`src/hdl/pvaos_pkg.sv`:
```
`timescale 1ns / 1ps
package pvaos_pkg;

  localparam int VOICE_CNT_DEF = 8;
  localparam int VEL_W         = 7;
  localparam int PITCH_W       = 7;
  localparam int VOICE_W       = 3;

  typedef enum logic [2:0] {
    ST_IDLE,
    ST_SCAN,
    ST_CHOOSE,
    ST_AGE_SEARCH,
    ST_AGE_SHIFT,
    ST_RESULT
  } state_t;

  typedef struct packed {
    logic clear;
    logic search;
    logic shift;
  } age_ctrl_t;

endpackage

```
`src/hdl/pvaos_age_list.sv`:
```
`timescale 1ns / 1ps
module pvaos_age_list #(
  parameter int VOICE_CNT = pvaos_pkg::VOICE_CNT_DEF,
  localparam int VW = $clog2(VOICE_CNT)
) (
  input  logic                  clk,
  input  logic                  rst_n,
  input  pvaos_pkg::age_ctrl_t  ctrl,
  input  logic [VW-1:0]         idx,
  input  logic [VW-1:0]         voice,
  output logic                  oldest_vld,
  output logic [VW-1:0]         oldest_idx
);
  import pvaos_pkg::*;

  // Entries are ordered oldest first; an entry without its valid bit is empty.
  logic [VOICE_CNT-1:0] vld_r;
  logic [VW-1:0]        idx_r [VOICE_CNT];
  logic                 found_r;
  logic [VW-1:0]        start_r;

  always_ff @(posedge clk) begin
    if (!rst_n) begin
      found_r <= 1'b0;
    end else if (ctrl.clear) begin
      found_r <= 1'b0;
    end else if (ctrl.search && !found_r && vld_r[idx] && idx_r[idx] == voice) begin
      found_r <= 1'b1;
    end
  end

  always_ff @(posedge clk) begin
    if (ctrl.clear) begin
      start_r <= '0;
    end else if (ctrl.search && !found_r && vld_r[idx] && idx_r[idx] == voice) begin
      start_r <= idx;
    end
  end

  always_ff @(posedge clk) begin
    if (!rst_n) begin
      vld_r <= '0;
    end else if (ctrl.shift) begin
      for (int j = 0; j < VOICE_CNT - 1; j++) begin
        if (j >= int'(start_r)) begin
          vld_r[j] <= vld_r[j+1];
        end
      end
      vld_r[VOICE_CNT-1] <= 1'b1;
    end
  end

  always_ff @(posedge clk) begin
    if (ctrl.shift) begin
      for (int j = 0; j < VOICE_CNT - 1; j++) begin
        if (j >= int'(start_r)) begin
          idx_r[j] <= idx_r[j+1];
        end
      end
      idx_r[VOICE_CNT-1] <= voice;
    end
  end

  assign oldest_vld = vld_r[0];
  assign oldest_idx = idx_r[0];

endmodule

```
`src/hdl/poly_voice_allocator_oldest_steal_top.sv`:
```
`timescale 1ns / 1ps
// Channel   Ports                                              Direction
// input     in_valid, in_stall, in_velocity, in_pitch          in (stall out)
// result    out_valid, out_stall, out_voice, out_is_note_on,   out (stall in)
//           out_stolen, out_error
//
// A single comparator walks the voice table one voice per cycle, and on a note on
// it walks the age list once more before shifting it.
// Reset is synchronous; all voices come up free and the age list comes up empty.
// A new transaction is taken while the previous result still waits in the output
// register; a stalled output only holds the block in its final state.
module poly_voice_allocator_oldest_steal_top #(
  parameter int VOICE_CNT = pvaos_pkg::VOICE_CNT_DEF
) (
  input  logic                            clk,
  input  logic                            rst_n,
  input  logic                            in_valid,
  output logic                            in_stall,
  input  logic [pvaos_pkg::VEL_W-1:0]     in_velocity,
  input  logic [pvaos_pkg::PITCH_W-1:0]   in_pitch,
  output logic                            out_valid,
  input  logic                            out_stall,
  output logic [pvaos_pkg::VOICE_W-1:0]   out_voice,
  output logic                            out_is_note_on,
  output logic                            out_stolen,
  output logic                            out_error
);
  import pvaos_pkg::*;

  localparam int VW = $clog2(VOICE_CNT);

  state_t              state_r, state_nxt;
  logic [VW-1:0]       cnt_r;
  logic                last;
  logic [VEL_W-1:0]    vel_r;
  logic [PITCH_W-1:0]  pit_r;
  logic                note_on;
  logic                found_r;
  logic [VW-1:0]       sel_r;
  logic                stolen_r;
  logic [VW-1:0]       chosen;

  logic [PITCH_W-1:0]   pitch_r [VOICE_CNT];
  logic [VOICE_CNT-1:0] pset_r;
  logic [VOICE_CNT-1:0] busy_r;

  logic                out_valid_r;
  logic [VOICE_W-1:0]  out_voice_r;
  logic                out_is_note_on_r;
  logic                out_stolen_r;
  logic                out_error_r;

  age_ctrl_t           age_ctrl;
  logic                oldest_vld;
  logic [VW-1:0]       oldest_idx;
  logic                accept;
  logic                out_free;
  logic                hit;

  assign note_on  = (vel_r != '0);
  assign last     = (cnt_r == VW'(VOICE_CNT - 1));
  assign accept   = in_valid && !in_stall;
  assign out_free = !out_valid_r || !out_stall;
  assign hit      = pset_r[cnt_r] && (pitch_r[cnt_r] == pit_r);
  assign chosen   = found_r ? sel_r : (oldest_vld ? oldest_idx : '0);

  always_comb begin
    state_nxt = state_r;
    unique case (state_r)
      ST_IDLE:       if (in_valid) state_nxt = ST_SCAN;
      ST_SCAN:       if (last) state_nxt = note_on ? ST_CHOOSE : ST_RESULT;
      ST_CHOOSE:     state_nxt = ST_AGE_SEARCH;
      ST_AGE_SEARCH: if (last) state_nxt = ST_AGE_SHIFT;
      ST_AGE_SHIFT:  state_nxt = ST_RESULT;
      ST_RESULT:     if (out_free) state_nxt = ST_IDLE;
      default:       state_nxt = ST_IDLE;
    endcase
  end

  always_comb begin
    in_stall        = 1'b1;
    age_ctrl.clear  = 1'b0;
    age_ctrl.search = 1'b0;
    age_ctrl.shift  = 1'b0;
    unique case (state_r)
      ST_IDLE:       in_stall = 1'b0;
      ST_CHOOSE:     age_ctrl.clear = 1'b1;
      ST_AGE_SEARCH: age_ctrl.search = 1'b1;
      ST_AGE_SHIFT:  age_ctrl.shift = 1'b1;
      default:       in_stall = 1'b1;
    endcase
  end

  always_ff @(posedge clk) begin
    if (!rst_n) begin
      state_r <= ST_IDLE;
    end else begin
      state_r <= state_nxt;
    end
  end

  always_ff @(posedge clk) begin
    if (!rst_n) begin
      cnt_r   <= '0;
      found_r <= 1'b0;
    end else begin
      unique case (state_r)
        ST_IDLE: begin
          cnt_r   <= '0;
          found_r <= 1'b0;
        end
        ST_SCAN: begin
          cnt_r <= last ? '0 : cnt_r + 1'b1;
          if (note_on ? (!busy_r[cnt_r] && !found_r) : hit) begin
            found_r <= 1'b1;
          end
        end
        ST_AGE_SEARCH: cnt_r <= last ? '0 : cnt_r + 1'b1;
        default: cnt_r <= '0;
      endcase
    end
  end

  always_ff @(posedge clk) begin
    if (accept) begin
      vel_r <= in_velocity;
      pit_r <= in_pitch;
    end
    if (state_r == ST_SCAN && (note_on ? (!busy_r[cnt_r] && !found_r) : hit)) begin
      sel_r <= cnt_r;
    end else if (state_r == ST_CHOOSE) begin
      sel_r    <= chosen;
      stolen_r <= !found_r;
    end
  end

  always_ff @(posedge clk) begin
    if (state_r == ST_CHOOSE) begin
      pitch_r[chosen] <= pit_r;
    end
  end

  always_ff @(posedge clk) begin
    if (!rst_n) begin
      pset_r <= '0;
      busy_r <= '0;
    end else if (state_r == ST_SCAN && !note_on && hit) begin
      busy_r[cnt_r] <= 1'b0;
    end else if (state_r == ST_CHOOSE) begin
      busy_r[chosen] <= 1'b1;
      pset_r[chosen] <= 1'b1;
    end
  end

  pvaos_age_list #(
    .VOICE_CNT(VOICE_CNT)
  ) u_age_list (
    .clk       (clk),
    .rst_n     (rst_n),
    .ctrl      (age_ctrl),
    .idx       (cnt_r),
    .voice     (sel_r),
    .oldest_vld(oldest_vld),
    .oldest_idx(oldest_idx)
  );

  always_ff @(posedge clk) begin
    if (!rst_n) begin
      out_valid_r <= 1'b0;
    end else if (state_r == ST_RESULT && out_free) begin
      out_valid_r <= 1'b1;
    end else if (!out_stall) begin
      out_valid_r <= 1'b0;
    end
  end

  always_ff @(posedge clk) begin
    if (state_r == ST_RESULT && out_free) begin
      out_is_note_on_r <= note_on;
      if (note_on) begin
        out_voice_r  <= VOICE_W'(sel_r);
        out_stolen_r <= stolen_r;
        out_error_r  <= 1'b0;
      end else begin
        out_voice_r  <= found_r ? VOICE_W'(sel_r) : '0;
        out_stolen_r <= 1'b0;
        out_error_r  <= !found_r;
      end
    end
  end

  assign out_valid      = out_valid_r;
  assign out_voice      = out_voice_r;
  assign out_is_note_on = out_is_note_on_r;
  assign out_stolen     = out_stolen_r;
  assign out_error      = out_error_r;

endmodule
```
`config.mk`:
```
export PLATFORM = sky130hd
export DESIGN_NAME = poly_voice_allocator_oldest_steal_top
export DESIGN_NICKNAME = d
export VERILOG_FILES = /design/src/hdl/pvaos_pkg.sv /design/src/hdl/pvaos_age_list.sv /design/src/hdl/poly_voice_allocator_oldest_steal_top.sv
export SDC_FILE = /design/constraint.sdc
export NUM_CORES = 1
export LEC_CHECK = 0
export BUFFER_PORTS_ARGS = -buffer_cell sky130_fd_sc_hd__buf_4
export CAP_MARGIN = 40
export CELL_PAD_IN_SITES_DETAIL_PLACEMENT = 0
export CELL_PAD_IN_SITES_GLOBAL_PLACEMENT = 2
export CORE_MARGIN = 2
export CORE_UTILIZATION = 42
export CTS_BUF_LIST = sky130_fd_sc_hd__clkbuf_2 sky130_fd_sc_hd__clkbuf_4 sky130_fd_sc_hd__clkbuf_8
export DETAILED_ROUTE_END_ITERATION = 8
export PLACE_DENSITY_LB_ADDON = 0.1
export SYNTH_ARGS = -nofsm -noshare
export SYNTH_HDL_FRONTEND = slang
export SYNTH_SLANG_ARGS = --single-unit
```
`constraint.sdc`:
```
create_clock -name clk -period 7.2 [get_ports clk]
set_input_delay 1.08 -clock clk [delete_from_list [all_inputs] [get_ports clk]]
set_output_delay 1.08 -clock clk [all_outputs]
set_load 0.1 [all_outputs]
```
==> results of run 1 <==
## cell usage in the layout (no fill, tap or decap), types with 8 or more instances in the layout
master,netlist,final
o21a_1,11,11
mux2i_1,37,37
edfxtp_1,104,104
a22oi_1,9,9
a21oi_1,14,14
dfxtp_1,36,35
nor2b_1,10,10
nand2_1,29,29
nor2_1,22,22
nand3_1,8,8
mux4_2,10,10
buf_4,0,35
clkbuf_8,0,17
o21ai_0,25,25
inv_1,11,11
## cell type report
class / instances / area [µm²]
inverter: 11 / 41.3
fill: 1221 / 6800
tap: 176 / 220
sequential: 140 / 3840
multi-input combinational: 245 / 1790
clock buffer: 17 / 234
timing repair buffer: 36 / 274
clock inverter: 15 / 146
## metrics by stage
step                utilization [%]  area, µm²  total power, mW
detailed placement             46.2       6170            0.963
global placement               45.9       6130            0.962
floorplan                         -       5770            0.940
finish                         49.0       6550             1.55
global route                   49.0       6550             1.61
CTS                            49.0       6550             1.57
## worst max-delay path by stage
stage             start        end  slack (ns)  cells past startpoint
2_1_floorplan  cnt_r[0]   sel_r[0]        4.42                      8
3_3_place_gp   cnt_r[0]   sel_r[1]        3.96                      7
3_5_place_dp   cnt_r[0]   sel_r[1]        3.97                      7
4_1_cts        cnt_r[0]   sel_r[1]        3.95                      7
5_1_grt        cnt_r[1]  busy_r[2]        3.77                      8
6_report       cnt_r[1]   sel_r[1]        4.00                      8
## registers in the layout (all words and copies together) (netlist names)
| name | flops |
|---|---|
| u_age_list.found_r | 1 |
| sel_r | 3 |
| vel_r | 7 |
| pset_r | 8 |
| state_r | 3 |
| out_valid | 1 |
| out_stolen | 1 |
| out_voice | 3 |
| cnt_r | 3 |
| u_age_list.vld_r | 8 |
| out_is_note_on | 1 |
| u_age_list.idx_r | 24 |
| pitch_r | 56 |
| stolen_r | 1 |
| pit_r | 7 |
| found_r | 1 |
| busy_r | 8 |
| out_error | 1 |
| u_age_list.start_r | 3 |
## cell families (layout without fill, tap and decap cells)
logic type | Yosys count | after routing
flops | 140 | 140
fa+ha+maj | 2 | 2
xor+xnor | 8 | 8
simple gates | 103 | 103
compound gates | 82 | 82
mux | 50 | 50
buf+inv | 32 | 79
## power by group
| group | total (mW) | switching (mW) | internal [mW] | leakage, nW |
|---|---|---|---|---|
| combinational | 0.0578 | 0.0318 | 0.0260 | 0.789 |
| clock | 0.611 | 0.306 | 0.306 | 0.181 |
| sequential | 0.886 | 0.0132 | 0.873 | 1.24 |
## routing by layer
metal / GRT usage, % / share of wire (%) / up-vias
li1: - / - / 1647
met1: 27.6 / 49 / 1664
met2: 27.1 / 46 / 82
met3: 4.51 / 4.3 / 6
met4: 6.90 / 0.73 / 0
met5: 0 / 0 / -
==> qor.yml, run 1 <==
run_status:
  status: "complete, no violations"
sta:
  rsz0062_at_grt: "no"
  setup_ws_ns: 4.00
  period_share_pct: 44.5
  finalCriticalPeriod_ns: 3.20
  slew_headroom_pct: 40.7
  holdWs_ns: 0.445
  max_freq_mhz: 312
  fin_skew_ns: 0.0107
  slew_viol_final: 0
  setup_viol: 0
  worst_pin_slew_ns: 0.883
  setup_tns_ns: 0
  finalHoldViolCount: 0
clocking:
  cts_setup_buffers: 0
  root_buffer: "clkbuf_8"
  ctsHoldBuffers: 0
  cts_tree: "built"
  clk_latency_ns: 0.44
  numCtsBuffers: 17
  cts.reportedPaths.clkPinSlew_ns: 0.08
  clockBufferDepth: 2
  cts_resized: 0
  cts_max_level: 4
  clock_sinks: 140
worst_setup_path:
  worst-setup-path-type: "register to register"
  worstPathRequired_ns: 7.40
  crit_path_start_kind: "register"
  crit_chain: "buf_4, nor2b_1, a22oi_1, nand2_1, xnor2_1, or4_4, o31a_4, mux2_4"
  cp-end-kind: "register"
  arrival_ns: 3.40
  crit_family: "simple AND/OR/NAND/NOR gates"
  r2r_cells: 8
  r2r_start: "cnt_r[1]"
  cpMaxStageDelayCell: "nor2b_1"
  crit_buf_inv: 1
  r2r_setup_slack_ns: 4.00
  r2r-end: "sel_r[1]"
  cpPeakStageDelay_ns: 0.53
  crit_fanout: 24
floorplanning:
  core-area_um2: 13300
  dieArea_um2: 14700
  start_util_pct: 43.2
  num_io_pins: 26
  die-width_um: 121
  rows: 42
  die_h_um: 121
synthesis:
  synth_fp_nets: 437
  synth_cell_type_count: 46
  synthTopCellsByCount: "edfxtp_1 (104), mux2i_1 (37), dfxtp_1 (36), nand2_1 (29), o21ai_0 (25)"
  synth_edf_count: 104
  syn_area_um2: 5770
  ys_seq_elements: 140
  ys_seq_area_share_pct: 66.7
  synth_adder_area_share_pct: 0.434
  synth_top_area_share_pct: 54.2
  muxShareOfSynthArea_pct: 11.1
  yosys-top-cells-area: "edfxtp_1 (54%), dfxtp_1 (12%), mux2i_1 (6.4%)"
  synth_most_common_cell: "edfxtp_1"
  syn_inst: 417
  synth_compound_area_share_pct: 9.22
  yosysWarningCount: 0
  synth_ff_type: "edfxtp_1"
  synth_xor_area_share_pct: 1.22
  synthArstFlopShare_pct: 0
  avgSynthCellArea_um2: 13.8
  synthSimpleGateAreaFrac_pct: 8.98
  synth_top_family_by_area: "multiplexers"
  synth_top_cell_by_area: "edfxtp_1"
global_route:
  grt_max_degree: 38
  grt_first_pass_wirelength_um: 19900
  grt_usage_pct: 18.8
  antenna_found_initial: 0
  overflow: 0
  grt_pass1_vias: 3444
layout:
  fin_cells: 640
  num_antenna_cells: 0
  final_layout_size_suffix_gt1_share_pct: 17.9
  area_growth_pct: 13.5
  fin_nets: 471
hold_path:
  min_path_cells: 0
  holdPathEnd: "u_age_list.idx_r[6][0]"
  worstHoldStart: "u_age_list.idx_r[7][0]"
  hp-class: "register to register"
routing:
  drc_errors: 0
  drtIter0Drc: 286
  routed_wl_um: 12700
  vias: 3399
  drt_first_pass_iters: 5
  routedWlPerCell_um: 19.8
  ant_nets: 0
  vias_per_cell: 5.31
placement:
  place_congestion: 0.760
  placedCellCount: 608
  dp_hpwl_um: 8460
  portBuffers: 25
  place_ws_ns: 3.97
power:
  power_leakage_nw: 2.21
  ir_drop_mv: 0.101
  pwr_density_cell_nw_per_um2: 238
flow_run:
  maxCapViolations: 0
Power figures use the tool's default switching activity.
==> inputs of run 2 (changes only) <==
--- a/config.mk
+++ b/config.mk
@@ -5,12 +5,13 @@
 export SDC_FILE = /design/constraint.sdc
 export NUM_CORES = 1
 export LEC_CHECK = 0
+export ABC_AREA = 1
 export BUFFER_PORTS_ARGS = -buffer_cell sky130_fd_sc_hd__buf_4
 export CAP_MARGIN = 40
 export CELL_PAD_IN_SITES_DETAIL_PLACEMENT = 0
 export CELL_PAD_IN_SITES_GLOBAL_PLACEMENT = 2
 export CORE_MARGIN = 2
-export CORE_UTILIZATION = 42
+export CORE_UTILIZATION = 41
 export CTS_BUF_LIST = sky130_fd_sc_hd__clkbuf_2 sky130_fd_sc_hd__clkbuf_4 sky130_fd_sc_hd__clkbuf_8
 export DETAILED_ROUTE_END_ITERATION = 8
 export PLACE_DENSITY_LB_ADDON = 0.1
==> constraint.sdc (replaced) <==
create_clock -name clk -period 3.1 [get_ports clk]
set_input_delay 0.465 -clock clk [delete_from_list [all_inputs] [get_ports clk]]
set_output_delay 0.465 -clock clk [all_outputs]
set_load 0.1 [all_outputs]
==> run 2 against run 1 <==
Against the previous run: cell count increased by 43%; sequential power increased by 140%; critical path type unchanged; global-route usage is 0.82 points higher; register-to-register slack worse by 3.4 ns; sequential cell count unchanged; critical path depth increased by 5; largest cell class unchanged; clock-buffer cell count rose by 6.
==> qor.yml, run 2 <==
sta:
  holdWs_ns: 0.183
  worst_pin_slew_ns: 0.643
  slew_viol_final: 0
  period_share_pct: 81.9
  max_freq_mhz: 394
  setup_tns_ns: 0
  finalHoldViolCount: 0
  setup_viol: 0
  fin_skew_ns: 0.00934
  slew_headroom_pct: 56.9
  rsz0062_at_grt: "no"
  finalCriticalPeriod_ns: 2.54
layout:
  reg_top3: "pitch_r (56), u_age_list.idx_r (24)"
  fin_util_pct: 46.3
  largest_reg_flops: 56
  final_layout_size_suffix_gt1_share_pct: 12.3
  num_antenna_cells: 0
  layout_common_cells: "nand2_1 (177), inv_1 (113), edfxtp_1 (104), nor2_1 (74), nand3_1 (52)"
  area_growth_pct: 11.2
  regMostFlops: "pitch_r"
  fin_nets: 733
  layout_commonest_cell: "nand2_1"
clocking:
  numCtsBuffers: 17
  cts_tree: "built"
  ctsHoldBuffers: 0
  clock_sinks: 140
  cts_setup_buffers: 0
  cts_max_level: 4
  root_buffer: "clkbuf_8"
  cts.reportedPaths.clkPinSlew_ns: 0.08
  clk_latency_ns: 0.45
  clockBufferDepth: 2
  cts_resized: 0
synthesis:
  yosys-top-cells-area: "edfxtp_1 (50%), dfxtp_1 (11%), nand2_1 (11%)"
  synth_top_area_share_pct: 49.7
  synth_top_cell_by_area: "edfxtp_1"
  synthArstFlopShare_pct: 0
  ys_seq_area_share_pct: 61.2
  syn_inst: 679
  synthTopCellsByCount: "nand2_1 (177), inv_1 (113), edfxtp_1 (104), nor2_1 (74), nand3_1 (52)"
  synth_cell_type_count: 35
  synth_most_common_cell: "nand2_1"
  syn_area_um2: 6280
  yosysWarningCount: 0
  avgSynthCellArea_um2: 9.25
  synth_fp_nets: 699
  ys_seq_elements: 140
  synth_ff_type: "edfxtp_1"
  synth_edf_count: 104
routing:
  drtIter0Drc: 243
  drc_errors: 0
  routedWlPerCell_um: 16.4
  ant_nets: 0
  routed_wl_um: 15000
  drt_first_pass_iters: 4
  vias: 4407
  vias_per_cell: 4.82
flow_run:
  maxCapViolations: 0
floorplanning:
  die-width_um: 128
  rows: 45
  die_h_um: 128
  dieArea_um2: 16300
  start_util_pct: 41.6
  num_io_pins: 26
  core-area_um2: 15100
hold_path:
  hp-class: "input pin to register"
power:
  internal-power_mw: 2.94
  power_leakage_nw: 2.95
  combPwrFrac_pct: 12.5
  clkPwrFrac_pct: 33.8
  ir_drop_mv: 0.285
  p_switching_mw: 1.10
  power_switching_share_pct: 27.2
  pwr_density_cell_nw_per_um2: 578
  power.sequential.fraction_pct: 53.7
placement:
  portBuffers: 25
  dp_hpwl_um: 10700
  place_congestion: 0.871
worst_setup_path:
  worstPathRequired_ns: 3.29
  worst-setup-path-type: "register to register"
  r2r_setup_slack_ns: 0.56
  cp_common_cell: "nand2_1"
  cpPeakStageDelay_ns: 0.66
  crit_path_start_kind: "register"
  crit_chain: "nand2_2, inv_2, nand3_1, nand2_1, inv_1, nand2_1, nand2_1, nand2_1, nand2_1, nor2_4, nand2_4, nand2_2, o21ai_0"
  cp-end-kind: "register"
  cpMaxStageDelayCell: "dfxtp_1"
  arrival_ns: 2.73
  crit_fanout: 13
global_route:
  antenna_found_initial: 0
  grt_first_pass_wirelength_um: 23600
  grt_max_degree: 32
  grt_pass1_vias: 4252
  grt_usage_pct: 19.6
  overflow: 0
run_status:
  status: "complete, no violations"
## run 2: worst paths after layout
| kind | from | end | depth (start not counted) |
|---|---|---|---|
| setup / recovery | cnt_r[1] | sel_r[0] | 13 |
| hold / removal | in_pitch[0] | pit_r[0] | 1 |
| setup reg to reg | cnt_r[1] | sel_r[0] | 13 |
| hold reg to reg | u_age_list.idx_r[5][2] | u_age_list.idx_r[4][2] | 0 |
## run 2: power by group through the flow
| stage | registers [mW] | clock network, mW | logic, mW |
|---|---|---|---|
| global placement | 2.21 | 0 | 0.509 |
| CTS | 2.17 | 1.39 | 0.509 |
| floorplan | 2.19 | 0 | 0.374 |
| global route | 2.18 | 1.47 | 0.568 |
| detailed placement | 2.21 | 0 | 0.509 |
| finish | 2.17 | 1.36 | 0.504 |
## run 2: cell families after synthesis
kind of cell	synth area share, %
compound gates	6.00
flops	61.2
simple gates	23.0
fa+ha+maj	0.398
xor+xnor	0.279
buf+inv	9.12
## run 2: area by class of cell
class                   count  area (µm²)
flip-flops and latches    140        3840
multi-input cells         406        1860
clock inverters             9        72.6
well taps                 188         235
repair buffers             31         245
fillers                  1519        8100
inverters                 117         439
clock buffers              23         285
## run 2: worst max-delay path, delay by kind of cell (launching register included)
family	cells	cell delay, ns
flip-flops	1	0.66
AO/OA/AOI/OAI	1	0.10
buffers and inverters	2	0.34
AND/OR/NAND/NOR	10	1.16
## run 2: per-layer routing
metal  share of wire, %  global-route usage [%]
met5                  0                       0
met4                1.7                    6.33
met3                4.4                    5.09
met2                 43                    29.2
met1                 50                    28.1
## run 2: metrics by stage
step	std cells	worst slack (ns)	total power, mW	area (µm²)
6_report	914	0.560	4.04	6990
5_1_grt	914	0.284	4.22	6990
4_1_cts	914	0.569	4.07	6990
3_5_place_dp	882	0.594	2.72	6630
3_3_place_gp	882	0.606	2.72	6630
2_1_floorplan	679	0.743	2.56	6280
